**src/design/dtlv_pkg.sv**
```systemverilog
package dtlv_pkg;

   // DER length octet fields
   localparam logic [7:0] LONG_FORM_MASK = 8'h80;
   localparam logic [7:0] COUNT_MASK     = 8'h7f;
   localparam int unsigned MAX_LEN_BYTES = 4;

   // byte_kind codes
   localparam logic [2:0] KIND_TAG     = 3'd0;
   localparam logic [2:0] KIND_LENGTH  = 3'd1;
   localparam logic [2:0] KIND_CONTENT = 3'd2;
   localparam logic [2:0] KIND_ERROR   = 3'd3;
   localparam logic [2:0] KIND_BEYOND  = 3'd4;

   // error_cause codes
   localparam logic [1:0] CAUSE_NONE    = 2'd0;
   localparam logic [1:0] CAUSE_ROOM    = 2'd1;
   localparam logic [1:0] CAUSE_COUNT   = 2'd2;
   localparam logic [1:0] CAUSE_OVERRUN = 2'd3;

   typedef enum logic [4:0] {
      PH_TAG     = 5'b00001,
      PH_LEN1    = 5'b00010,
      PH_LENX    = 5'b00100,
      PH_CONTENT = 5'b01000,
      PH_STOPPED = 5'b10000
   } phase_type;

   typedef struct packed {
      logic [7:0] data_byte;
      logic       region_start;
   } item_type;

   typedef struct packed {
      logic [2:0]  byte_kind;
      logic [7:0]  tag_value;
      logic [15:0] declared_length;
      logic [7:0]  content_byte;
      logic [15:0] content_offset;
      logic        header_done;
      logic        element_last;
      logic [1:0]  error_cause;
   } result_type;

endpackage

```
**src/design/dtlv_req_if.sv**
```systemverilog
interface dtlv_req_if;
   logic       valid;
   logic       ready;
   logic [7:0] data_byte;
   logic       region_start;

   modport source (output valid, output data_byte, output region_start, input ready);
   modport sink   (input valid, input data_byte, input region_start, output ready);
endinterface

```
**src/design/dtlv_rsp_if.sv**
```systemverilog
interface dtlv_rsp_if;
   logic        valid;
   logic        ready;
   logic [2:0]  byte_kind;
   logic [7:0]  tag_value;
   logic [15:0] declared_length;
   logic [7:0]  content_byte;
   logic [15:0] content_offset;
   logic        header_done;
   logic        element_last;
   logic [1:0]  error_cause;

   modport source (output valid, output byte_kind, output tag_value, output declared_length,
                   output content_byte, output content_offset, output header_done,
                   output element_last, output error_cause, input ready);
   modport sink   (input valid, input byte_kind, input tag_value, input declared_length,
                   input content_byte, input content_offset, input header_done,
                   input element_last, input error_cause, output ready);
endinterface

```
**src/design/dtlv_in_stage.sv**
```systemverilog
module dtlv_in_stage (
   input  logic               clock,
   input  logic               reset,
   input  logic               in_valid,
   output logic               in_ready,
   input  dtlv_pkg::item_type in_item,
   input  logic               out_free,
   output logic               advance,
   output dtlv_pkg::item_type item
);

   logic               valid_ff;
   logic               valid_in;
   dtlv_pkg::item_type item_ff;

   assign advance  = valid_ff && out_free;
   assign in_ready = !valid_ff || out_free;
   assign item     = item_ff;

   always_comb begin
      valid_in = valid_ff;
      if (in_valid && in_ready) begin
         valid_in = 1'b1;
      end else if (advance) begin
         valid_in = 1'b0;
      end
   end

   always_ff @(posedge clock) begin
      if (reset) begin
         valid_ff <= 1'b0;
      end else begin
         valid_ff <= valid_in;
      end
   end

   always_ff @(posedge clock) begin
      if (in_valid && in_ready) begin
         item_ff <= in_item;
      end
   end

endmodule

```
**src/design/dtlv_parse_core.sv**
```systemverilog
module dtlv_parse_core #(
   parameter int unsigned REGION_WIDTH = 16
) (
   input  logic                 clock,
   input  logic                 reset,
   input  logic                 advance,
   input  dtlv_pkg::item_type   item,
   input  logic [15:0]          region_length,
   output dtlv_pkg::result_type result
);

   localparam int unsigned SW = ((REGION_WIDTH > 32) ? REGION_WIDTH : 32) + 2;
   localparam logic [REGION_WIDTH-1:0] POS_MAX = {REGION_WIDTH{1'b1}};

   dtlv_pkg::phase_type     phase_ff, phase_in, cur_phase;
   logic [REGION_WIDTH-1:0] pos_ff, pos_in, p;
   logic [7:0]              tag_ff, tag_in, cur_tag;
   logic [31:0]             acc_ff, acc_in, cur_acc;
   logic [2:0]              left_ff, left_in, cur_left;
   logic [15:0]             rem_ff, rem_in, cur_rem;

   logic [7:0]  b;
   logic [6:0]  n;
   logic [SW-1:0] p_w, rl_w;
   logic        beyond, tag_short, count_bad, lenx_over, fin_over, finish;
   logic [31:0] acc_shift, fin_len;
   logic [15:0] rem_dec;

   assign b = item.data_byte;
   assign n = b[6:0] & dtlv_pkg::COUNT_MASK[6:0];

   always_comb begin
      // a region start clears the parse before this byte is handled
      cur_phase = item.region_start ? dtlv_pkg::PH_TAG : phase_ff;
      p         = item.region_start ? '0 : pos_ff;
      cur_tag   = item.region_start ? '0 : tag_ff;
      cur_acc   = item.region_start ? '0 : acc_ff;
      cur_left  = item.region_start ? '0 : left_ff;
      cur_rem   = item.region_start ? '0 : rem_ff;

      p_w       = SW'(p);
      rl_w      = SW'(region_length);
      beyond    = p_w >= rl_w;
      tag_short = (p_w + SW'(2)) > rl_w;
      count_bad = (n == 7'd0) || (n > 7'(dtlv_pkg::MAX_LEN_BYTES));
      lenx_over = (p_w + SW'(1) + SW'(n)) > rl_w;
      acc_shift = {cur_acc[23:0], b};
      fin_len   = (cur_phase == dtlv_pkg::PH_LEN1) ? {24'd0, b} : acc_shift;
      fin_over  = (p_w + SW'(1) + SW'(fin_len)) > rl_w;
      rem_dec   = (cur_rem != 16'd0) ? cur_rem - 16'd1 : cur_rem;

      phase_in = cur_phase;
      pos_in   = (p != POS_MAX) ? p + REGION_WIDTH'(1) : p;
      tag_in   = cur_tag;
      acc_in   = cur_acc;
      left_in  = cur_left;
      rem_in   = cur_rem;
      finish   = 1'b0;
      result   = '0;

      if (cur_phase == dtlv_pkg::PH_STOPPED) begin
         result.byte_kind = dtlv_pkg::KIND_ERROR;
      end else if (beyond) begin
         // past the region: report and keep the parse state; the position still advances
         result.byte_kind = dtlv_pkg::KIND_BEYOND;
      end else begin
         unique case (cur_phase)
            dtlv_pkg::PH_TAG: begin
               if (tag_short) begin
                  phase_in           = dtlv_pkg::PH_STOPPED;
                  result.byte_kind   = dtlv_pkg::KIND_ERROR;
                  result.error_cause = dtlv_pkg::CAUSE_ROOM;
               end else begin
                  tag_in           = b;
                  acc_in           = '0;
                  rem_in           = '0;
                  left_in          = '0;
                  result.byte_kind = dtlv_pkg::KIND_TAG;
                  result.tag_value = b;
                  phase_in         = dtlv_pkg::PH_LEN1;
               end
            end
            dtlv_pkg::PH_LEN1: begin
               result.byte_kind = dtlv_pkg::KIND_LENGTH;
               result.tag_value = cur_tag;
               if ((b & dtlv_pkg::LONG_FORM_MASK) != 8'd0) begin
                  if (count_bad) begin
                     phase_in           = dtlv_pkg::PH_STOPPED;
                     result.byte_kind   = dtlv_pkg::KIND_ERROR;
                     result.tag_value   = '0;
                     result.error_cause = dtlv_pkg::CAUSE_COUNT;
                  end else if (lenx_over) begin
                     phase_in           = dtlv_pkg::PH_STOPPED;
                     result.byte_kind   = dtlv_pkg::KIND_ERROR;
                     result.tag_value   = '0;
                     result.error_cause = dtlv_pkg::CAUSE_OVERRUN;
                  end else begin
                     acc_in   = '0;
                     left_in  = n[2:0];
                     phase_in = dtlv_pkg::PH_LENX;
                  end
               end else begin
                  finish = 1'b1;
               end
            end
            dtlv_pkg::PH_LENX: begin
               result.byte_kind = dtlv_pkg::KIND_LENGTH;
               result.tag_value = cur_tag;
               acc_in           = acc_shift;
               left_in          = (cur_left != 3'd0) ? cur_left - 3'd1 : cur_left;
               finish           = (left_in == 3'd0);
            end
            dtlv_pkg::PH_CONTENT: begin
               result.byte_kind       = dtlv_pkg::KIND_CONTENT;
               result.tag_value       = cur_tag;
               result.declared_length = cur_acc[15:0];
               result.content_byte    = b;
               result.content_offset  = cur_acc[15:0] - cur_rem;
               rem_in                 = rem_dec;
               if (rem_dec == 16'd0) begin
                  result.element_last = 1'b1;
                  phase_in            = dtlv_pkg::PH_TAG;
               end
            end
            default: begin
               phase_in         = dtlv_pkg::PH_STOPPED;
               result.byte_kind = dtlv_pkg::KIND_ERROR;
            end
         endcase

         if (finish) begin
            if (fin_over) begin
               phase_in           = dtlv_pkg::PH_STOPPED;
               result.byte_kind   = dtlv_pkg::KIND_ERROR;
               result.tag_value   = '0;
               result.error_cause = dtlv_pkg::CAUSE_OVERRUN;
            end else begin
               acc_in                 = fin_len;
               result.declared_length = fin_len[15:0];
               result.header_done     = 1'b1;
               if (fin_len == 32'd0) begin
                  result.element_last = 1'b1;
                  phase_in            = dtlv_pkg::PH_TAG;
               end else begin
                  rem_in   = fin_len[15:0];
                  phase_in = dtlv_pkg::PH_CONTENT;
               end
            end
         end
      end
   end

   always_ff @(posedge clock) begin
      if (reset) begin
         phase_ff <= dtlv_pkg::PH_TAG;
         pos_ff   <= '0;
         tag_ff   <= '0;
         acc_ff   <= '0;
         left_ff  <= '0;
         rem_ff   <= '0;
      end else if (advance) begin
         phase_ff <= phase_in;
         pos_ff   <= pos_in;
         tag_ff   <= tag_in;
         acc_ff   <= acc_in;
         left_ff  <= left_in;
         rem_ff   <= rem_in;
      end
   end

endmodule

```
**src/design/dtlv_out_stage.sv**
```systemverilog
module dtlv_out_stage (
   input  logic                 clock,
   input  logic                 reset,
   input  logic                 advance,
   input  dtlv_pkg::result_type result,
   input  logic                 out_ready,
   output logic                 out_valid,
   output logic                 out_free,
   output dtlv_pkg::result_type out_result
);

   logic                 valid_ff;
   logic                 valid_in;
   dtlv_pkg::result_type result_ff;

   assign out_free   = !valid_ff || out_ready;
   assign out_valid  = valid_ff;
   assign out_result = result_ff;

   always_comb begin
      valid_in = valid_ff;
      if (advance) begin
         valid_in = 1'b1;
      end else if (out_ready) begin
         valid_in = 1'b0;
      end
   end

   always_ff @(posedge clock) begin
      if (reset) begin
         valid_ff <= 1'b0;
      end else begin
         valid_ff <= valid_in;
      end
   end

   always_ff @(posedge clock) begin
      if (advance) begin
         result_ff <= result;
      end
   end

endmodule

```
**src/design/der_tlv_header_parser.sv**
```systemverilog
// channel   direction  contents
// req_chan  in         data_byte, region_start            (valid/ready)
// rsp_chan  out        one classified result per byte     (valid/ready)
// csr_*     in         region_length write, no read-back
//
// One byte per cycle sustained while rsp_chan is ready; each byte is classified in the
// cycle it leaves the input register and its result appears in the cycle after that.
// The rate is set by the single parse-state update per byte in dtlv_parse_core.
// Reset clears the parse state, both stage valids and region_length.
// A stalled result holds in the output register while the input register still
// takes one more byte; req_chan.ready drops only when both are full.
module der_tlv_header_parser #(
   parameter int unsigned REGION_WIDTH = 16
) (
   input  logic        clock,
   input  logic        reset,
   dtlv_req_if.sink    req_chan,
   dtlv_rsp_if.source  rsp_chan,
   input  logic        csr_wr_en,
   input  logic [15:0] csr_wr_data
);

   logic [15:0]          region_length_ff;
   logic                 advance;
   logic                 out_free;
   dtlv_pkg::item_type   in_item;
   dtlv_pkg::item_type   item;
   dtlv_pkg::result_type result;
   dtlv_pkg::result_type out_result;

   always_ff @(posedge clock) begin
      if (reset) begin
         region_length_ff <= '0;
      end else if (csr_wr_en) begin
         region_length_ff <= csr_wr_data;
      end
   end

   assign in_item.data_byte    = req_chan.data_byte;
   assign in_item.region_start = req_chan.region_start;

   dtlv_in_stage u_in_stage (
      .clock    (clock),
      .reset    (reset),
      .in_valid (req_chan.valid),
      .in_ready (req_chan.ready),
      .in_item  (in_item),
      .out_free (out_free),
      .advance  (advance),
      .item     (item)
   );

   dtlv_parse_core #(
      .REGION_WIDTH (REGION_WIDTH)
   ) u_parse_core (
      .clock         (clock),
      .reset         (reset),
      .advance       (advance),
      .item          (item),
      .region_length (region_length_ff),
      .result        (result)
   );

   dtlv_out_stage u_out_stage (
      .clock      (clock),
      .reset      (reset),
      .advance    (advance),
      .result     (result),
      .out_ready  (rsp_chan.ready),
      .out_valid  (rsp_chan.valid),
      .out_free   (out_free),
      .out_result (out_result)
   );

   assign rsp_chan.byte_kind       = out_result.byte_kind;
   assign rsp_chan.tag_value       = out_result.tag_value;
   assign rsp_chan.declared_length = out_result.declared_length;
   assign rsp_chan.content_byte    = out_result.content_byte;
   assign rsp_chan.content_offset  = out_result.content_offset;
   assign rsp_chan.header_done     = out_result.header_done;
   assign rsp_chan.element_last    = out_result.element_last;
   assign rsp_chan.error_cause     = out_result.error_cause;

`ifndef ASSERT_OFF
   // a cause is only ever reported on an error result
   a_cause_on_error: assert property (@(posedge clock) disable iff (reset)
      rsp_chan.valid && rsp_chan.error_cause != dtlv_pkg::CAUSE_NONE
      |-> rsp_chan.byte_kind == dtlv_pkg::KIND_ERROR)
      else $error("error cause on a non-error result");

   // errors and stopped bytes never complete a header or an element and carry no tag
   a_error_quiet: assert property (@(posedge clock) disable iff (reset)
      rsp_chan.valid && rsp_chan.byte_kind == dtlv_pkg::KIND_ERROR
      |-> !rsp_chan.header_done && !rsp_chan.element_last && rsp_chan.tag_value == 8'd0)
      else $error("error result carries header or element flags");

   // content offset stays inside the declared contents and no header completes there
   a_offset_range: assert property (@(posedge clock) disable iff (reset)
      rsp_chan.valid && rsp_chan.byte_kind == dtlv_pkg::KIND_CONTENT
      |-> rsp_chan.content_offset < rsp_chan.declared_length && !rsp_chan.header_done)
      else $error("content offset outside declared length");

   // a stalled result is never overwritten by the next transfer
   a_no_overwrite: assert property (@(posedge clock) disable iff (reset)
      rsp_chan.valid && !rsp_chan.ready |-> !advance)
      else $error("result register loaded while stalled");
`endif

endmodule

```
**src/flat_wrapper.sv**
```systemverilog
// flat-port wrapper written by rule: the top's interface ports become plain ports
module der_tlv_header_parser_flat 
#(
   parameter int unsigned REGION_WIDTH = 16
)
  (clock, reset, csr_wr_en, csr_wr_data, req_chan_valid, req_chan_data_byte, req_chan_region_start, req_chan_ready, rsp_chan_valid, rsp_chan_byte_kind, rsp_chan_tag_value, rsp_chan_declared_length, rsp_chan_content_byte, rsp_chan_content_offset, rsp_chan_header_done, rsp_chan_element_last, rsp_chan_error_cause, rsp_chan_ready);
  dtlv_req_if req_chan_i ();
  dtlv_rsp_if rsp_chan_i ();
  input  logic clock;
  input  logic reset;
  input  logic csr_wr_en;
  input  logic [15:0] csr_wr_data;
  input wire logic [$bits(req_chan_i.valid)-1:0] req_chan_valid;
  input wire logic [$bits(req_chan_i.data_byte)-1:0] req_chan_data_byte;
  input wire logic [$bits(req_chan_i.region_start)-1:0] req_chan_region_start;
  output wire logic [$bits(req_chan_i.ready)-1:0] req_chan_ready;
  output wire logic [$bits(rsp_chan_i.valid)-1:0] rsp_chan_valid;
  output wire logic [$bits(rsp_chan_i.byte_kind)-1:0] rsp_chan_byte_kind;
  output wire logic [$bits(rsp_chan_i.tag_value)-1:0] rsp_chan_tag_value;
  output wire logic [$bits(rsp_chan_i.declared_length)-1:0] rsp_chan_declared_length;
  output wire logic [$bits(rsp_chan_i.content_byte)-1:0] rsp_chan_content_byte;
  output wire logic [$bits(rsp_chan_i.content_offset)-1:0] rsp_chan_content_offset;
  output wire logic [$bits(rsp_chan_i.header_done)-1:0] rsp_chan_header_done;
  output wire logic [$bits(rsp_chan_i.element_last)-1:0] rsp_chan_element_last;
  output wire logic [$bits(rsp_chan_i.error_cause)-1:0] rsp_chan_error_cause;
  input wire logic [$bits(rsp_chan_i.ready)-1:0] rsp_chan_ready;
  assign req_chan_i.valid = req_chan_valid;
  assign req_chan_i.data_byte = req_chan_data_byte;
  assign req_chan_i.region_start = req_chan_region_start;
  assign req_chan_ready = req_chan_i.ready;
  assign rsp_chan_valid = rsp_chan_i.valid;
  assign rsp_chan_byte_kind = rsp_chan_i.byte_kind;
  assign rsp_chan_tag_value = rsp_chan_i.tag_value;
  assign rsp_chan_declared_length = rsp_chan_i.declared_length;
  assign rsp_chan_content_byte = rsp_chan_i.content_byte;
  assign rsp_chan_content_offset = rsp_chan_i.content_offset;
  assign rsp_chan_header_done = rsp_chan_i.header_done;
  assign rsp_chan_element_last = rsp_chan_i.element_last;
  assign rsp_chan_error_cause = rsp_chan_i.error_cause;
  assign rsp_chan_i.ready = rsp_chan_ready;
  der_tlv_header_parser #(.REGION_WIDTH(REGION_WIDTH)) u_core (.clock(clock), .reset(reset), .req_chan(req_chan_i), .rsp_chan(rsp_chan_i), .csr_wr_en(csr_wr_en), .csr_wr_data(csr_wr_data));
endmodule
```
**config.mk**
```make
export PLATFORM = sky130hd
export DESIGN_NAME = der_tlv_header_parser_flat
export DESIGN_NICKNAME = d
export VERILOG_FILES = /design/src/design/dtlv_pkg.sv /design/src/design/dtlv_req_if.sv /design/src/design/dtlv_rsp_if.sv /design/src/design/dtlv_in_stage.sv /design/src/design/dtlv_parse_core.sv /design/src/design/dtlv_out_stage.sv /design/src/design/der_tlv_header_parser.sv /design/src/flat_wrapper.sv
export SDC_FILE = /design/constraint.sdc
export NUM_CORES = 1
export LEC_CHECK = 0
export BUFFER_PORTS_ARGS = -buffer_cell sky130_fd_sc_hd__buf_2
export CAP_MARGIN = 15
export CORE_UTILIZATION = 45
export DETAILED_ROUTE_END_ITERATION = 10
export PLACE_DENSITY_LB_ADDON = 0.15
export SLEW_MARGIN = 25
export SYNTH_ARGS = -nofsm -noshare
export SYNTH_HDL_FRONTEND = slang
export SYNTH_SLANG_ARGS = --single-unit
```
**constraint.sdc**
```tcl
create_clock -name clock -period 7.34 [get_ports clock]
set_input_delay 1.101 -clock clock [delete_from_list [all_inputs] [get_ports clock]]
set_output_delay 1.101 -clock clock [all_outputs]
set_load 0.05 [all_outputs]
```
* Word level (Yosys, flattened, before mapping)
Index checks and enable logic that the tools add are counted.
** Word-level totals
- Flip-flop bits (word level) :: 162
- Bits of input ports :: 30
- Output and inout bits :: 57
- Logic and storage cells :: 138
** Cells by class
- Add/subtract/negate cells :: 8
- Order comparisons :: 5
- Equality and inequality tests :: 6
- Mux-type cells :: 79
- Bitwise logic cells :: 2
- Reductions and logical operators :: 19
** Operators with widths (number)
- $mux W32 :: 10
- $mux W16 :: 11
- $pmux W32 S3 :: 1
- $mux W5 :: 10
- $mux W8 :: 6
- $mux W40 :: 1
- $add A34 B7 Y34 :: 1
- $gt A34 B16 Y1 :: 1
- $add A17 B32 Y33 :: 1
- $gt A33 B16 Y1 :: 1
- $logic_not A32 Y1 :: 1
- $pmux W16 S2 :: 1
- $mux W10 :: 3
- $mux W3 :: 10
- $mux W27 :: 1
- $pmux W8 S3 :: 1
- $pmux W5 S4 :: 1
- $add A16 B1 Y17 const B :: 1
- $add A16 B2 Y17 const B :: 1
- $gt A17 B16 Y1 :: 1
- $add A16 B1 Y16 const B :: 1
- $ge A16 B16 Y1 :: 1
- $logic_not A16 Y1 :: 1
- $ne A16 B16 Y1 const B :: 1
- 28 further kinds :: 51

* Depth between registers and ports, before layout
Gate-level depths: netlist of the first run.
- Word-level depth :: 12
- Mapped depth :: 35
- Mapped depth without buffers :: 26

* Modules after synthesis
Synthesis of the first run repeated with hierarchy kept, for this count alone.
** Second synthesis, totals
- Cell total of the unflattened synthesis :: 1445
- Area, all modules :: 11964.0 um2
** By module, submodules not included
- dtlv_parse_core :: instances 1, cells each 1319, area each 9352.7 um2, sequential area each 1441.4 um2
- dtlv_out_stage :: instances 1, cells each 59, area each 1697.9 um2, sequential area each 1671.6 um2
- der_tlv_header_parser :: instances 1, cells each 52, area each 580.6 um2, sequential area each 320.3 um2
- dtlv_in_stage :: instances 1, cells each 15, area each 332.8 um2, sequential area each 290.3 um2

* Worst setup path before layout of the first run
Ideal clock, no wire load.
- Path kind :: flip-flop to flip-flop
- From :: register u_core.u_in_stage.item_ff, in the netlist u_core.u_in_stage.item[0]
- To :: register u_core.u_out_stage.result_ff, in the netlist u_core.u_out_stage.out_result[53] (data pin)
- Setup time :: 254 ps
- Data arrival time :: 6415 ps
- Data required time :: 7086 ps
- Path slack :: 671 ps
- Stages on the path, launching flop included :: 31
- Buffers on the path :: 6
- Clock period less this slack :: 6669 ps
- Cells stage by stage :: edfxtp_1 buf_4 inv_1 buf_2 buf_1 clkbuf_1 clkbuf_1 clkbuf_1 nand2_1 inv_1 ha_1 ha_1 a211oi_1 o21ai_0 o211ai_1 a21oi_1 a21oi_1 inv_1 a21o_1 a21oi_1 xnor2_1 ha_1 o21a_1 o21a_1 a2111oi_0 nor3_1 nand4b_1 nor4_2 a21boi_0 or4_1 a21o_1
** On the way
- Longest elaborated chain between the ends :: 11
- Elaborated cells on any way between the ends :: 33
- Those cells by class :: 5 x add/sub; 4 x order compare; 5 x eq/ne; 17 x mux; 2 x reduce/logical
** Ends and longest elaborated chain
- start: declaration :: line dtlv_in_stage.sv:14 : dtlv_pkg::item_type item_ff;
- start signal: assignment :: line dtlv_in_stage.sv:39 : item_ff <= in_item;
- $mux W16 :: line dtlv_parse_core.sv:35 : p = item.region_start ? '0 : pos_ff;
- $add A16 B1 Y17 :: line dtlv_parse_core.sv:46, dtlv_parse_core.sv:49
- $add A34 B7 Y34 :: line dtlv_parse_core.sv:46 : lenx_over = (p_w + SW'(1) + SW'(n)) > rl_w;
- $gt A34 B16 Y1 :: line dtlv_parse_core.sv:46
- $mux W10 :: line dtlv_parse_core.sv:92 : end else if (lenx_over) begin
- $mux W10 :: line dtlv_parse_core.sv:87 : if (count_bad) begin
- $mux W10 :: line dtlv_parse_core.sv:86 : if ((b & dtlv_pkg::LONG_FORM_MASK) != 8'd0) begin
- $pmux W3 S4 :: line dtlv_parse_core.sv:67 : unique case (cur_phase)
- $mux W11 :: line dtlv_parse_core.sv:132 : if (fin_over) begin
- $mux W27 :: line dtlv_parse_core.sv:131 : if (finish) begin
- $mux W3 :: line dtlv_parse_core.sv:63 : end else if (beyond) begin
- end signal: assignment :: line dtlv_out_stage.sv:39 : result_ff <= result;
- end: declaration :: line dtlv_out_stage.sv:14 : dtlv_pkg::result_type result_ff;
Parallel ways exist; a longest one is shown, timed or not. The select of a mux whose other input is x is not followed.
A chain may end at the register's enable or synchronous reset.

* Worst setup path after layout of the first run
- From :: register u_core.u_in_stage.item_ff, in the netlist u_core.u_in_stage.item[0]
- To :: register u_core.u_parse_core.acc_ff[8]
** On the way
- Longest elaborated chain between the ends :: 12
- Elaborated cells on any way between the ends :: 33
- Those cells by class :: 5 x add/sub; 4 x order compare; 4 x eq/ne; 18 x mux; 2 x reduce/logical
** Ends and longest elaborated chain
- $mux W16 :: line dtlv_parse_core.sv:35
- $add A16 B1 Y17 :: line dtlv_parse_core.sv:46, dtlv_parse_core.sv:49
- $add A34 B7 Y34 :: line dtlv_parse_core.sv:46
- $gt A34 B16 Y1 :: line dtlv_parse_core.sv:46
- $mux W32 :: line dtlv_parse_core.sv:92
- $mux W32 :: line dtlv_parse_core.sv:87
- $mux W32 :: line dtlv_parse_core.sv:86
- $pmux W32 S3 :: line dtlv_parse_core.sv:67
- $mux W32 :: line dtlv_parse_core.sv:132
- $mux W32 :: line dtlv_parse_core.sv:131
- $mux W32 :: line dtlv_parse_core.sv:63
- $mux W32 (*) :: line dtlv_parse_core.sv:61 : if (cur_phase == dtlv_pkg::PH_STOPPED) begin
- end signal: assignment :: line dtlv_parse_core.sv:165 : acc_ff <= acc_in;
- end: declaration :: line dtlv_parse_core.sv:18 : logic [31:0] acc_ff, acc_in, cur_acc;
Every way passes the cells marked *; elsewhere a longest branch is shown, timed or not. The select of a mux whose other input is x is not followed.

==> results.json, run 1 <==
{
  "via_per_inst": 6.20,
  "mappedNetlistArea_mm2": 0.0118,
  "synth_cells": 1427,
  "global_route.overflow_total": 0,
  "hold-path-cell-count": 2,
  "n_antenna_cell": 0,
  "place_inst": 1781,
  "worstReg2RegStart": "u_core.u_in_stage.item[0]$_DFFE_PP_",
  "timing.slew.headroom": 0.275,
  "postSynthNetCount": 1554,
  "skew_ns": 0.0195,
  "wl_met2_um": 16800,
  "postRouteWirelength_um": 38300,
  "clock_insertion_delay_worst_skew_ns": 0.44,
  "synth.most_common_cell": "sky130_fd_sc_hd__nor2_1",
  "multiInputGateArea_mm2": 0.00746,
  "worst_path_max_delay_cell": "sky130_fd_sc_hd__and3_1",
  "final.fill_count": 2480,
  "layout-drive-gt1-share": 0.118,
  "power_per_cell_area_mw_per_mm2": 187,
  "final_cell_area_mm2": 0.0130,
  "run_status": "finished clean",
  "timing.final.max_slew_violations": 0,
  "clkSlewWorstSetupHoldPaths_ns": 0.07,
  "die_y_um": 164,
  "route.vias.total": 11300,
  "row_count": 58,
  "worstHoldStart": "u_core.u_parse_core.left_ff[0]$_SDFFE_PP0P_",
  "max_capacitance_violation_count": 0,
  "post-route-util": 0.514,
  "critPathArrivalTime_ns": 7.07,
  "wire_length_of_the_first_global_routing_pass_um": 59600,
  "drcViolationCount": 0,
  "layout_net_count": 1601,
  "hold_path_class": "reg -> reg",
  "buffer_ports.inserted": 86,
  "cts.htree.levels": 4,
  "top_layer": "met4",
  "drt_first_iter_violations": 1366,
  "count_of_unique_library_cells_instantiated_by_yosys": 87,
  "ctsRootBufferMaster": "sky130_fd_sc_hd__clkbuf_16",
  "static-leakage-power_nw": 5.33,
  "setup_viol": 0,
  "critPathMaxStageDelay_ns": 0.54,
  "core_area_mm2": 0.0254,
  "detailroute.wirelength.met3_um": 3090,
  "whs_ns": 0.483,
  "postCtsHoldBufs": 0,
  "areaGrowthSynthToFinish_pct": 10.9,
  "num_io_pins": 87,
  "worstSetupStartpointType": "register",
  "fin_setup_tns_ns": 0,
  "setup_repair_after_global_routing_missed_its_margin": "false",
  "crit_type": "reg -> reg",
  "antenna_violating_nets_post_route": 0,
  "critical_path.reg2reg.endpoint": "u_core.u_parse_core.acc_ff[8]$_SDFFE_PP0P_",
  "avgSynthCellArea_um2": 8.25,
  "worstMarginPinSlew_ns": 1.06,
  "number_of_cell_instances_on_the_worst_register_to_register_path": 25,
  "post-synth-top-area-fraction": 0.163,
  "grt_antenna_before_repair": 0,
  "wirelength_met1_um": 17600,
  "fp.dieArea_mm2": 0.0268,
  "grt_max_degree": 86,
  "synth-seq-area-share": 0.316,
  "dpl_cell_area_mm2": 0.0124,
  "whs_endpoint": "u_core.u_parse_core.left_ff[0]$_SDFFE_PP0P_",
  "total_grt_usage": 0.289,
  "number_of_synthesized_flops_with_an_enable_pin": 64,
  "ff_latch_area_mm2": 0.00372,
  "avgRoutedWirePerCell_um": 21.1,
  "timing.fmax_mhz": 147,
  "synth_warnings": 0,
  "hold_violations": 0,
  "end_kind": "register",
  "critPathMaxFanout": 16,
  "min_period_over_period": 0.927,
  "cts_tree": "yes",
  "clock_tree.buffer_depth": 2,
  "die_w_um": 164,
  "ys_seq_elements": 154,
  "cts.sink_count": 154,
  "final_cells": 1817,
  "place_congestion": 0.985,
  "initial_utilization": 0.463,
  "finalWorstPathRequiredPeriod_ns": 6.80,
  "top_post_synthesis_cells_by_count": "sky130_fd_sc_hd__nor2_1, sky130_fd_sc_hd__nand2_1, sky130_fd_sc_hd__ha_1",
  "ff2ff_setup_slack_ns": 0.54,
  "required_ns": 7.61,
  "dp.final_hpwl_um": 28100,
  "netlist.top_cell.by_area": "sky130_fd_sc_hd__edfxtp_1",
  "ys.flop_type": "sky130_fd_sc_hd__dfxtp_1",
  "post_synth_main_area_contributors": "sky130_fd_sc_hd__edfxtp_1, sky130_fd_sc_hd__dfxtp_1, sky130_fd_sc_hd__ha_1",
  "grt_pass1_vias": 10300,
  "cts_buffers": 17,
  "async_reset_ff_frac": 0,
  "detailedRoute.firstPassIterationCount": 6,
  "max-vdd-ir-drop_mv": 0.124
}
## cells in the final DEF, fill, tap and decap left out, drive strengths merged, types with 29 or more instances in the layout
| cell | n |
|---|---|
| edfxtp | 64 |
| nand2 | 123 |
| ha | 95 |
| o21ai | 73 |
| inv | 71 |
| nand3 | 36 |
| nor3 | 57 |
| a21oi | 87 |
| mux2i | 29 |
| xnor2 | 42 |
| buf | 109 |
| dfxtp | 90 |
| a22oi | 35 |
| nor2 | 172 |
## worst max path at each step
stage | from | endpoint | slack, ns | cells past startpoint
floorplan | u_core.u_in_stage.item[0]$_DFFE_PP_ | u_core.u_out_stage.out_result[53]$_SDFFCE_PP1P_ | 0.67 | 30
global placement | u_core.u_in_stage.item[0]$_DFFE_PP_ | u_core.u_out_stage.out_result[53]$_SDFFCE_PP1P_ | 0.69 | 22
detailed placement | u_core.u_in_stage.item[0]$_DFFE_PP_ | u_core.u_out_stage.out_result[42]$_SDFFCE_PP0P_ | 0.52 | 23
CTS | u_core.u_in_stage.item[0]$_DFFE_PP_ | u_core.u_parse_core.acc_ff[8]$_SDFFE_PP0P_ | 0.49 | 23
global route | u_core.u_in_stage.item[0]$_DFFE_PP_ | u_core.u_out_stage.out_result[42]$_SDFFCE_PP0P_ | 0.23 | 23
finish | u_core.u_in_stage.item[0]$_DFFE_PP_ | u_core.u_parse_core.acc_ff[8]$_SDFFE_PP0P_ | 0.54 | 25
## state kept, by name (all words and copies together), names as in the netlist
name / flops
u_core.u_out_stage.out_result: 55
u_core.u_parse_core.phase_ff: 5
u_core.u_in_stage.valid_ff: 1
u_core.u_parse_core.acc_ff: 24
u_core.u_out_stage.out_valid: 1
u_core.u_parse_core.pos_ff: 16
u_core.u_parse_core.left_ff: 3
u_core.u_in_stage.item: 9
u_core.u_parse_core.rem_ff: 16
u_core.u_parse_core.tag_ff: 8
u_core.region_length_ff: 16
## routing by layer
| metal | GRT usage | vias up |
|---|---|---|
| li1 | - | 5372 |
| met3 | 0.0348 | 58 |
| met2 | 0.447 | 501 |
| met4 | 0.0800 | 0 |
| met1 | 0.421 | 5328 |
| met5 | 0 | - |
## cells by family (layout without fill, tap and decap cells)
logic type / count (synthesis) / count (layout) / synth area share
multiplexers: 30 / 30 / 0.0256
flip-flops: 154 / 154 / 0.316
adder cells (fa/ha/maj): 97 / 97 / 0.104
buffers and inverters: 146 / 206 / 0.0506
AND/OR/NAND/NOR: 554 / 554 / 0.232
AO/OA/AOI/OAI: 382 / 382 / 0.223
XOR/XNOR: 64 / 64 / 0.0476
## where the power goes
part           total (mW)  internal, mW  switching (mW)
logic               0.538         0.183           0.356
registers           0.969         0.930          0.0387
clock network       0.926         0.509           0.417
total                2.43          1.62           0.811
## final cells by class
| cell class | instances | share of cell area |
|---|---|---|
| multi-input combinational | 1127 | 0.572 |
| sequential | 154 | 0.285 |
| timing repair buffer | 109 | 0.0465 |
| clock buffer | 21 | 0.0362 |
| tap | 330 | 0.0316 |
| inverter | 65 | 0.0188 |
| clock inverter | 11 | 0.00930 |
## worst max-delay path, delay by kind of cell, from the launching register on
kind / cells / cell delay [ns]
flops: 1 / 0.36
buf+inv: 4 / 0.77
simple gates: 8 / 2.73
compound gates: 10 / 1.97
xor+xnor: 1 / 0.14
fa+ha+maj: 2 / 0.66
## repair_timing
item,CTS,global route
gates resized for setup,0,1
setup buffers,0,4
setup endpoints to repair,0,8
endpoints found under the hold margin,0,0
## per-stage QoR
| stage | worst slack (ns) | power, mW |
|---|---|---|
| final | 0.537 | 2.43 |
| after floorplan | 0.671 | 1.37 |
| after CTS | 0.490 | 2.42 |
| after detailed placement | 0.524 | 1.51 |
| after global placement | 0.689 | 1.51 |
| after global routing | 0.226 | 2.52 |
Note: power is estimated with default switching activity, not from simulation.
==> run 2: changes to the inputs <==
SYNTH_HIERARCHICAL = 1   (was unset)
==> results.json, run 2 <==
{
  "run_status": "finished clean",
  "place_ws_ns": 0.685,
  "final_common_cell": "sky130_fd_sc_hd__nor2_1",
  "drt_first_iter_violations": 984,
  "place_congestion": 0.965,
  "clock_insertion_delay_worst_skew_ns": 0.44,
  "worstReg2RegStart": "u_core/u_in_stage/item[0]$_DFFE_PP_",
  "num_io_pins": 87,
  "post_cts.repair.setup_buffers": 0,
  "max_capacitance_violation_count": 0,
  "dp.final_hpwl_um": 28100,
  "postSynthNetCount": 1571,
  "via_per_inst": 6.10,
  "buffer_ports.inserted": 86,
  "cts.htree.levels": 4,
  "clock_tree.buffer_depth": 2,
  "worstMarginPinSlew_ns": 1.10,
  "top_post_synthesis_cells_by_count": "sky130_fd_sc_hd__nor2_1, sky130_fd_sc_hd__nand2_1, sky130_fd_sc_hd__inv_1",
  "drcViolationCount": 0,
  "min_period_over_period": 0.914,
  "worst_slack_ns": 0.629,
  "cts_buffers": 17,
  "cp-endpoint": "u_core/u_parse_core/acc_ff[17]$_SDFFE_PP0P_",
  "ys_seq_elements": 154,
  "detailedRoute.firstPassIterationCount": 5,
  "whs_ns": 0.455,
  "synth.area.mux_share": 0.0211,
  "netlist.top_cell.by_area": "sky130_fd_sc_hd__edfxtp_1",
  "skew_ns": 0.0218,
  "count_of_unique_library_cells_instantiated_by_yosys": 99,
  "synth_fa_ha_area_frac": 0.102,
  "row_count": 59,
  "critPathArrivalTime_ns": 6.98,
  "static-leakage-power_nw": 5.29,
  "timing.final.max_slew_violations": 0,
  "synth-xor-area-share": 0.0454,
  "final.fill_count": 2498,
  "end_kind": "register",
  "fp.dieArea_mm2": 0.0272,
  "core_area_mm2": 0.0261,
  "timing.slew.headroom": 0.261,
  "number_of_cell_instances_on_the_worst_register_to_register_path": 20,
  "layout_net_count": 1617,
  "ff_latch_area_mm2": 0.00372,
  "required_ns": 7.61,
  "antenna_violating_nets_post_route": 0,
  "crit_type": "reg -> reg",
  "mappedNetlistArea_mm2": 0.0120,
  "cts_tree": "yes",
  "synth.most_common_cell": "sky130_fd_sc_hd__nor2_1",
  "wire_length_of_the_first_global_routing_pass_um": 59000,
  "postCtsHoldBufs": 0,
  "ff2ff_setup_slack_ns": 0.63,
  "route.vias.total": 11200,
  "avgSynthCellArea_um2": 8.28,
  "critPathMaxFanout": 23,
  "clkSlewWorstSetupHoldPaths_ns": 0.08,
  "initial_utilization": 0.459,
  "post_synth_main_area_contributors": "sky130_fd_sc_hd__edfxtp_1, sky130_fd_sc_hd__dfxtp_1, sky130_fd_sc_hd__ha_1",
  "synthSimpleGateAreaFrac": 0.232,
  "ys.flop_type": "sky130_fd_sc_hd__dfxtp_1",
  "hold_violations": 0,
  "synth_cells": 1445,
  "die_y_um": 165,
  "share_of_the_synthesized_area_in_compound_gates_ao_oa_aoi_oai": 0.223,
  "global_route.overflow_total": 0,
  "power_per_cell_area_mw_per_mm2": 184,
  "post-route-util": 0.505,
  "largest_register_ffs": 55,
  "timing.fmax_mhz": 149,
  "setup_repair_after_global_routing_missed_its_margin": "false",
  "multiInputGateArea_mm2": 0.00745,
  "fin_setup_tns_ns": 0,
  "finalWorstPathRequiredPeriod_ns": 6.71,
  "worstSetupStartpointType": "register",
  "areaGrowthSynthToFinish_pct": 10.1,
  "layout-drive-gt1-share": 0.124,
  "synth_top_family_by_area": "simple AND/OR/NAND/NOR gates",
  "grt_antenna_before_repair": 1,
  "finalPower_mw": 2.42,
  "max-vdd-ir-drop_mv": 0.125,
  "grt_max_degree": 74,
  "ctsRootBufferMaster": "sky130_fd_sc_hd__clkbuf_16",
  "async_reset_ff_frac": 0,
  "die_w_um": 165,
  "hold_path_class": "reg -> reg",
  "critical_path.reg2reg.endpoint": "u_core/u_parse_core/acc_ff[17]$_SDFFE_PP0P_",
  "cts-resized-gates": 0,
  "postRouteWirelength_um": 37700,
  "cts.sink_count": 154,
  "number_of_synthesized_flops_with_an_enable_pin": 64,
  "mostFrequentLayoutCells": "sky130_fd_sc_hd__nor2_1, sky130_fd_sc_hd__nand2_1, sky130_fd_sc_hd__inv_1, sky130_fd_sc_hd__ha_1, sky130_fd_sc_hd__dfxtp_1",
  "grt_pass1_vias": 10600,
  "synth_warnings": 6,
  "crit_start": "u_core/u_in_stage/item[0]$_DFFE_PP_",
  "setup_viol": 0,
  "post-synth-top-area-fraction": 0.161,
  "synth-seq-area-share": 0.311,
  "avgRoutedWirePerCell_um": 20.5,
  "total_grt_usage": 0.281
}
-- run 2: changes by cell type after synthesis, sizes merged, moves of 7 or more --
| cell | delta |
|---|---|
| nand2 | +15 |
| a22o | -8 |
| nand2b | +11 |
| nor3 | -12 |
| and3 | -8 |
| o21ai | -11 |
| a22oi | -12 |
| inv | +43 |
| a31oi | +7 |
| nand4 | -8 |
| o22ai | +17 |
| nor2 | -11 |
-- run 2: worst max-delay path, cell delays in order, from the launching register on --
cell and delay [ns]:
sky130_fd_sc_hd__edfxtp_1 0.57, sky130_fd_sc_hd__nand4b_1 0.37, sky130_fd_sc_hd__nor4_2 0.52, sky130_fd_sc_hd__nand4_1 0.17
sky130_fd_sc_hd__xor2_1 0.33, sky130_fd_sc_hd__inv_1 0.16, sky130_fd_sc_hd__ha_1 0.45, sky130_fd_sc_hd__nand2_1 0.11
sky130_fd_sc_hd__o21ai_0 0.28, sky130_fd_sc_hd__nor2_1 0.07, sky130_fd_sc_hd__a21oi_1 0.55, sky130_fd_sc_hd__xor2_1 0.20
sky130_fd_sc_hd__ha_1 0.25, sky130_fd_sc_hd__nor4_1 0.28, sky130_fd_sc_hd__o221ai_1 0.16, sky130_fd_sc_hd__o21a_1 0.20
sky130_fd_sc_hd__a2111oi_0 0.30, sky130_fd_sc_hd__and2_2 0.25, sky130_fd_sc_hd__nand4_4 0.35, sky130_fd_sc_hd__a31oi_4 0.75
sky130_fd_sc_hd__o22ai_1 0.20
-- run 2: stage by stage --
step / instances / cell area (µm²)
3_3_place_gp: 1807 / 12500
3_5_place_dp: 1807 / 12500
6_report: 1840 / 13200
5_1_grt: 1839 / 13200
2_1_floorplan: 1445 / 12000
4_1_cts: 1839 / 13200
-- run 2: cell families (layout without fill, tap and decap cells) --
family / after synthesis / after routing
adder cells (fa/ha/maj): 96 / 96
XOR/XNOR: 62 / 62
other: 0 / 1
multiplexers: 25 / 25
AO/OA/AOI/OAI: 379 / 379
flip-flops: 154 / 154
AND/OR/NAND/NOR: 547 / 547
buffers and inverters: 182 / 241
-- run 2: worst min path at each step --
| stage | start | to | slack (ns) | depth (start not counted) |
|---|---|---|---|---|
| after detailed placement | u_core/u_parse_core/acc_ff[8]$_SDFFE_PP0P_ | u_core/u_parse_core/acc_ff[8]$_SDFFE_PP0P_ | 0.44 | 2 |
| after floorplan | u_core/u_parse_core/acc_ff[8]$_SDFFE_PP0P_ | u_core/u_parse_core/acc_ff[8]$_SDFFE_PP0P_ | 0.43 | 2 |
| after global routing | u_core/u_parse_core/acc_ff[8]$_SDFFE_PP0P_ | u_core/u_parse_core/acc_ff[8]$_SDFFE_PP0P_ | 0.47 | 2 |
| after CTS | u_core/u_parse_core/acc_ff[8]$_SDFFE_PP0P_ | u_core/u_parse_core/acc_ff[8]$_SDFFE_PP0P_ | 0.45 | 2 |
| final | u_core/u_parse_core/acc_ff[8]$_SDFFE_PP0P_ | u_core/u_parse_core/acc_ff[8]$_SDFFE_PP0P_ | 0.46 | 2 |
| after global placement | u_core/u_parse_core/acc_ff[8]$_SDFFE_PP0P_ | u_core/u_parse_core/acc_ff[8]$_SDFFE_PP0P_ | 0.44 | 2 |
-- run 2: metal layers --
layer	routed length [µm]	vias up	track usage	part of all wire
met5	0	-	0	0
met1	16800	5266	0.374	0.44
met3	2410	84	0.0467	0.064
li1	-	5401	-	-
met4	1490	0	0.127	0.040
met2	17100	470	0.444	0.45
-- run 2: cell type report --
cell class	instances	area share
multi-input cells	1109	0.566
flip-flops and latches	154	0.283
repair buffers	100	0.0407
clock buffers	17	0.0323
well taps	335	0.0318
inverters	109	0.0311
clock inverters	15	0.0155
diodes	1	0.000190
-- run 2: report_power, final --
part	total (mW)	internal, mW	switching, mW	leakage (nW)
clock network	0.941	0.475	0.466	0.305
registers	0.963	0.928	0.0348	1.36
logic	0.518	0.174	0.344	3.63
total	2.42	1.58	0.845	5.29
==> run 3: changes to the inputs <==
CTS_CLUSTER_DIAMETER = 150   (was unset)
PLACE_DENSITY = 0.67   (was unset)
PLACE_DENSITY_LB_ADDON = unset   (was 0.15)
SYNTH_HIERARCHICAL = unset   (was 1)
==> results.json, run 3 (synthesis results as in run 1) <==
{
  "run_status": "finished clean",
  "dp.final_hpwl_um": 27000,
  "setup_viol": 0,
  "avgRoutedWirePerCell_um": 20.5,
  "fp.dieArea_mm2": 0.0268,
  "max_capacitance_violation_count": 0,
  "timing.slew.headroom": 0.375,
  "static-leakage-power_nw": 5.29,
  "critPathMaxStageDelay_ns": 0.63,
  "clkSlewWorstSetupHoldPaths_ns": 0.07,
  "path_buf_inv": 2,
  "clock_insertion_delay_worst_skew_ns": 0.44,
  "worstSetupStartpointType": "register",
  "drt_first_iter_violations": 1269,
  "num_io_pins": 87,
  "areaGrowthSynthToFinish_pct": 10.5,
  "cts_buffers": 17,
  "row_count": 58,
  "max-vdd-ir-drop_mv": 0.141,
  "worst_path_max_delay_cell": "sky130_fd_sc_hd__and2_1",
  "worstMarginPinSlew_ns": 0.937,
  "die_w_um": 164,
  "timing.final.max_slew_violations": 0,
  "post-route-util": 0.512,
  "final.fill_count": 2483,
  "grt_max_degree": 72,
  "initial_utilization": 0.463,
  "global_route.overflow_total": 0,
  "crit_path_cell_trace": "buf_4, nor4b_2, and2_1, nor2_1, ha_1, o21a_1, nor2_1, a21oi_1, a21oi_1, inv_1, a21o_1, a21oi_1, xnor2_1, ha_1, o21a_1, o21a_1, a2111oi_0, nor3_1, nand4b_1, nor4_2, nand4_1, a221oi_1, o21ai_0",
  "worstReg2RegStart": "u_core.u_in_stage.item[0]$_DFFE_PP_",
  "ctsRootBufferMaster": "sky130_fd_sc_hd__clkbuf_16",
  "multiInputGateArea_mm2": 0.00747,
  "place_congestion": 0.954,
  "grt_pass1_vias": 10400,
  "fin_setup_tns_ns": 0,
  "final_common_cell": "sky130_fd_sc_hd__nor2_1",
  "crit_family": "simple AND/OR/NAND/NOR gates",
  "core_area_mm2": 0.0254,
  "crit_type": "reg -> reg",
  "critPathMaxFanout": 27,
  "crit_start": "u_core.u_in_stage.item[0]$_DFFE_PP_",
  "drcViolationCount": 0,
  "layout-drive-gt1-share": 0.117,
  "largest_register_ffs": 55,
  "antenna_violating_nets_post_route": 0,
  "finalWorstPathRequiredPeriod_ns": 6.77,
  "end_kind": "register",
  "critical_path.reg2reg.endpoint": "u_core.u_parse_core.rem_ff[15]$_SDFFE_PP0P_",
  "hold_path_class": "reg -> reg",
  "wire_length_of_the_first_global_routing_pass_um": 58400,
  "layout_net_count": 1595,
  "critPathArrivalTime_ns": 7.08,
  "ff_latch_area_mm2": 0.00372,
  "route.vias.total": 11300,
  "buffer_ports.inserted": 86,
  "finalPower_mw": 2.40,
  "setup_repair_after_global_routing_missed_its_margin": "false",
  "cp-endpoint": "u_core.u_parse_core.rem_ff[15]$_SDFFE_PP0P_",
  "clock_tree.buffer_depth": 2,
  "grt_antenna_before_repair": 0,
  "timing.fmax_mhz": 148,
  "skew_ns": 0.0192,
  "cts.sink_count": 154,
  "power_per_cell_area_mw_per_mm2": 185,
  "n_antenna_cell": 0,
  "number_of_cell_instances_on_the_worst_register_to_register_path": 23,
  "hold_violations": 0,
  "cts.htree.levels": 4,
  "required_ns": 7.65,
  "die_y_um": 164,
  "min_period_over_period": 0.923,
  "worst_path_depth": 23,
  "mostFrequentLayoutCells": "sky130_fd_sc_hd__nor2_1, sky130_fd_sc_hd__nand2_1, sky130_fd_sc_hd__ha_1, sky130_fd_sc_hd__dfxtp_1, sky130_fd_sc_hd__a21oi_1",
  "place_inst": 1779,
  "cts_tree": "yes",
  "ff2ff_setup_slack_ns": 0.57,
  "final_cells": 1811,
  "detailedRoute.firstPassIterationCount": 5,
  "total_grt_usage": 0.282,
  "via_per_inst": 6.24,
  "postRouteWirelength_um": 37100
}
[run 3: cell types whose count changed in the layout (fill, tap and decap cells not counted), sizes merged, moves of 7 or more]
cell and change:
nand4 +8, o22ai -17, a22o +8, a22oi +12
inv -48, nand2b -11, and3 +8, nor2 +11
nand2 -15, o21ai +11, a31oi -7, nor3 +12
[run 3: layout make-up]
cell class                      instances  share of cell area
Multi-Input combinational cell       1127               0.574
Sequential cell                       154               0.286
Timing Repair Buffer                  103              0.0429
Clock buffer                           17              0.0327
Tap cell                              330              0.0318
Inverter                               65              0.0189
Clock inverter                         15              0.0131
[run 3: tightest hold or removal path: cells and delay by family (launching register included)]
family | cells | cell delay, ns
AOI/OAI and AO/OA | 2 | 0.12
DFF | 1 | 0.31
[run 3: power breakdown]
part | internal [mW] | switching, mW
logic | 0.181 | 0.353
registers | 0.930 | 0.0398
clock network | 0.457 | 0.441
[run 3: what timing repair did]
action | in CTS | in global routing
gates resized for setup | 0 | 1
hold buffers | 0 | 0
setup buffers | 0 | 0
endpoints found under the setup margin | 0 | 1
[run 3: worst min-delay path by stage]
stage | slack (ns) | endpoint | depth (start not counted) | from
detailed placement | 0.47 | u_core.u_parse_core.left_ff[1]$_SDFFE_PP0P_ | 2 | u_core.u_parse_core.left_ff[1]$_SDFFE_PP0P_
global route | 0.51 | u_core.u_parse_core.left_ff[1]$_SDFFE_PP0P_ | 2 | u_core.u_parse_core.left_ff[1]$_SDFFE_PP0P_
global placement | 0.46 | u_core.u_parse_core.left_ff[1]$_SDFFE_PP0P_ | 2 | u_core.u_parse_core.left_ff[1]$_SDFFE_PP0P_
CTS | 0.48 | u_core.u_parse_core.left_ff[1]$_SDFFE_PP0P_ | 2 | u_core.u_parse_core.left_ff[1]$_SDFFE_PP0P_
floorplan | 0.45 | u_core.u_parse_core.left_ff[0]$_SDFFE_PP0P_ | 2 | u_core.u_parse_core.left_ff[0]$_SDFFE_PP0P_
finish | 0.48 | u_core.u_parse_core.left_ff[1]$_SDFFE_PP0P_ | 2 | u_core.u_parse_core.left_ff[1]$_SDFFE_PP0P_
[run 3: layer usage]
layer	vias to the layer above	track usage	wire length [µm]	part of all wire
met4	0	0.101	865	0.023
li1	5362	-	-	-
met2	566	0.419	16000	0.43
met3	62	0.0417	3410	0.092
met1	5309	0.410	16800	0.45
met5	-	0	0	0
[run 3: stage by stage]
stage | setup slack (ns) | hold WS (ns) | area (µm²)
after floorplan | 0.671 | 0.454 | 11800
after global placement | 0.936 | 0.465 | 12400
after detailed placement | 0.734 | 0.474 | 12400
after CTS | 0.684 | 0.483 | 13000
after global routing | 0.109 | 0.506 | 13000
final | 0.567 | 0.483 | 13000
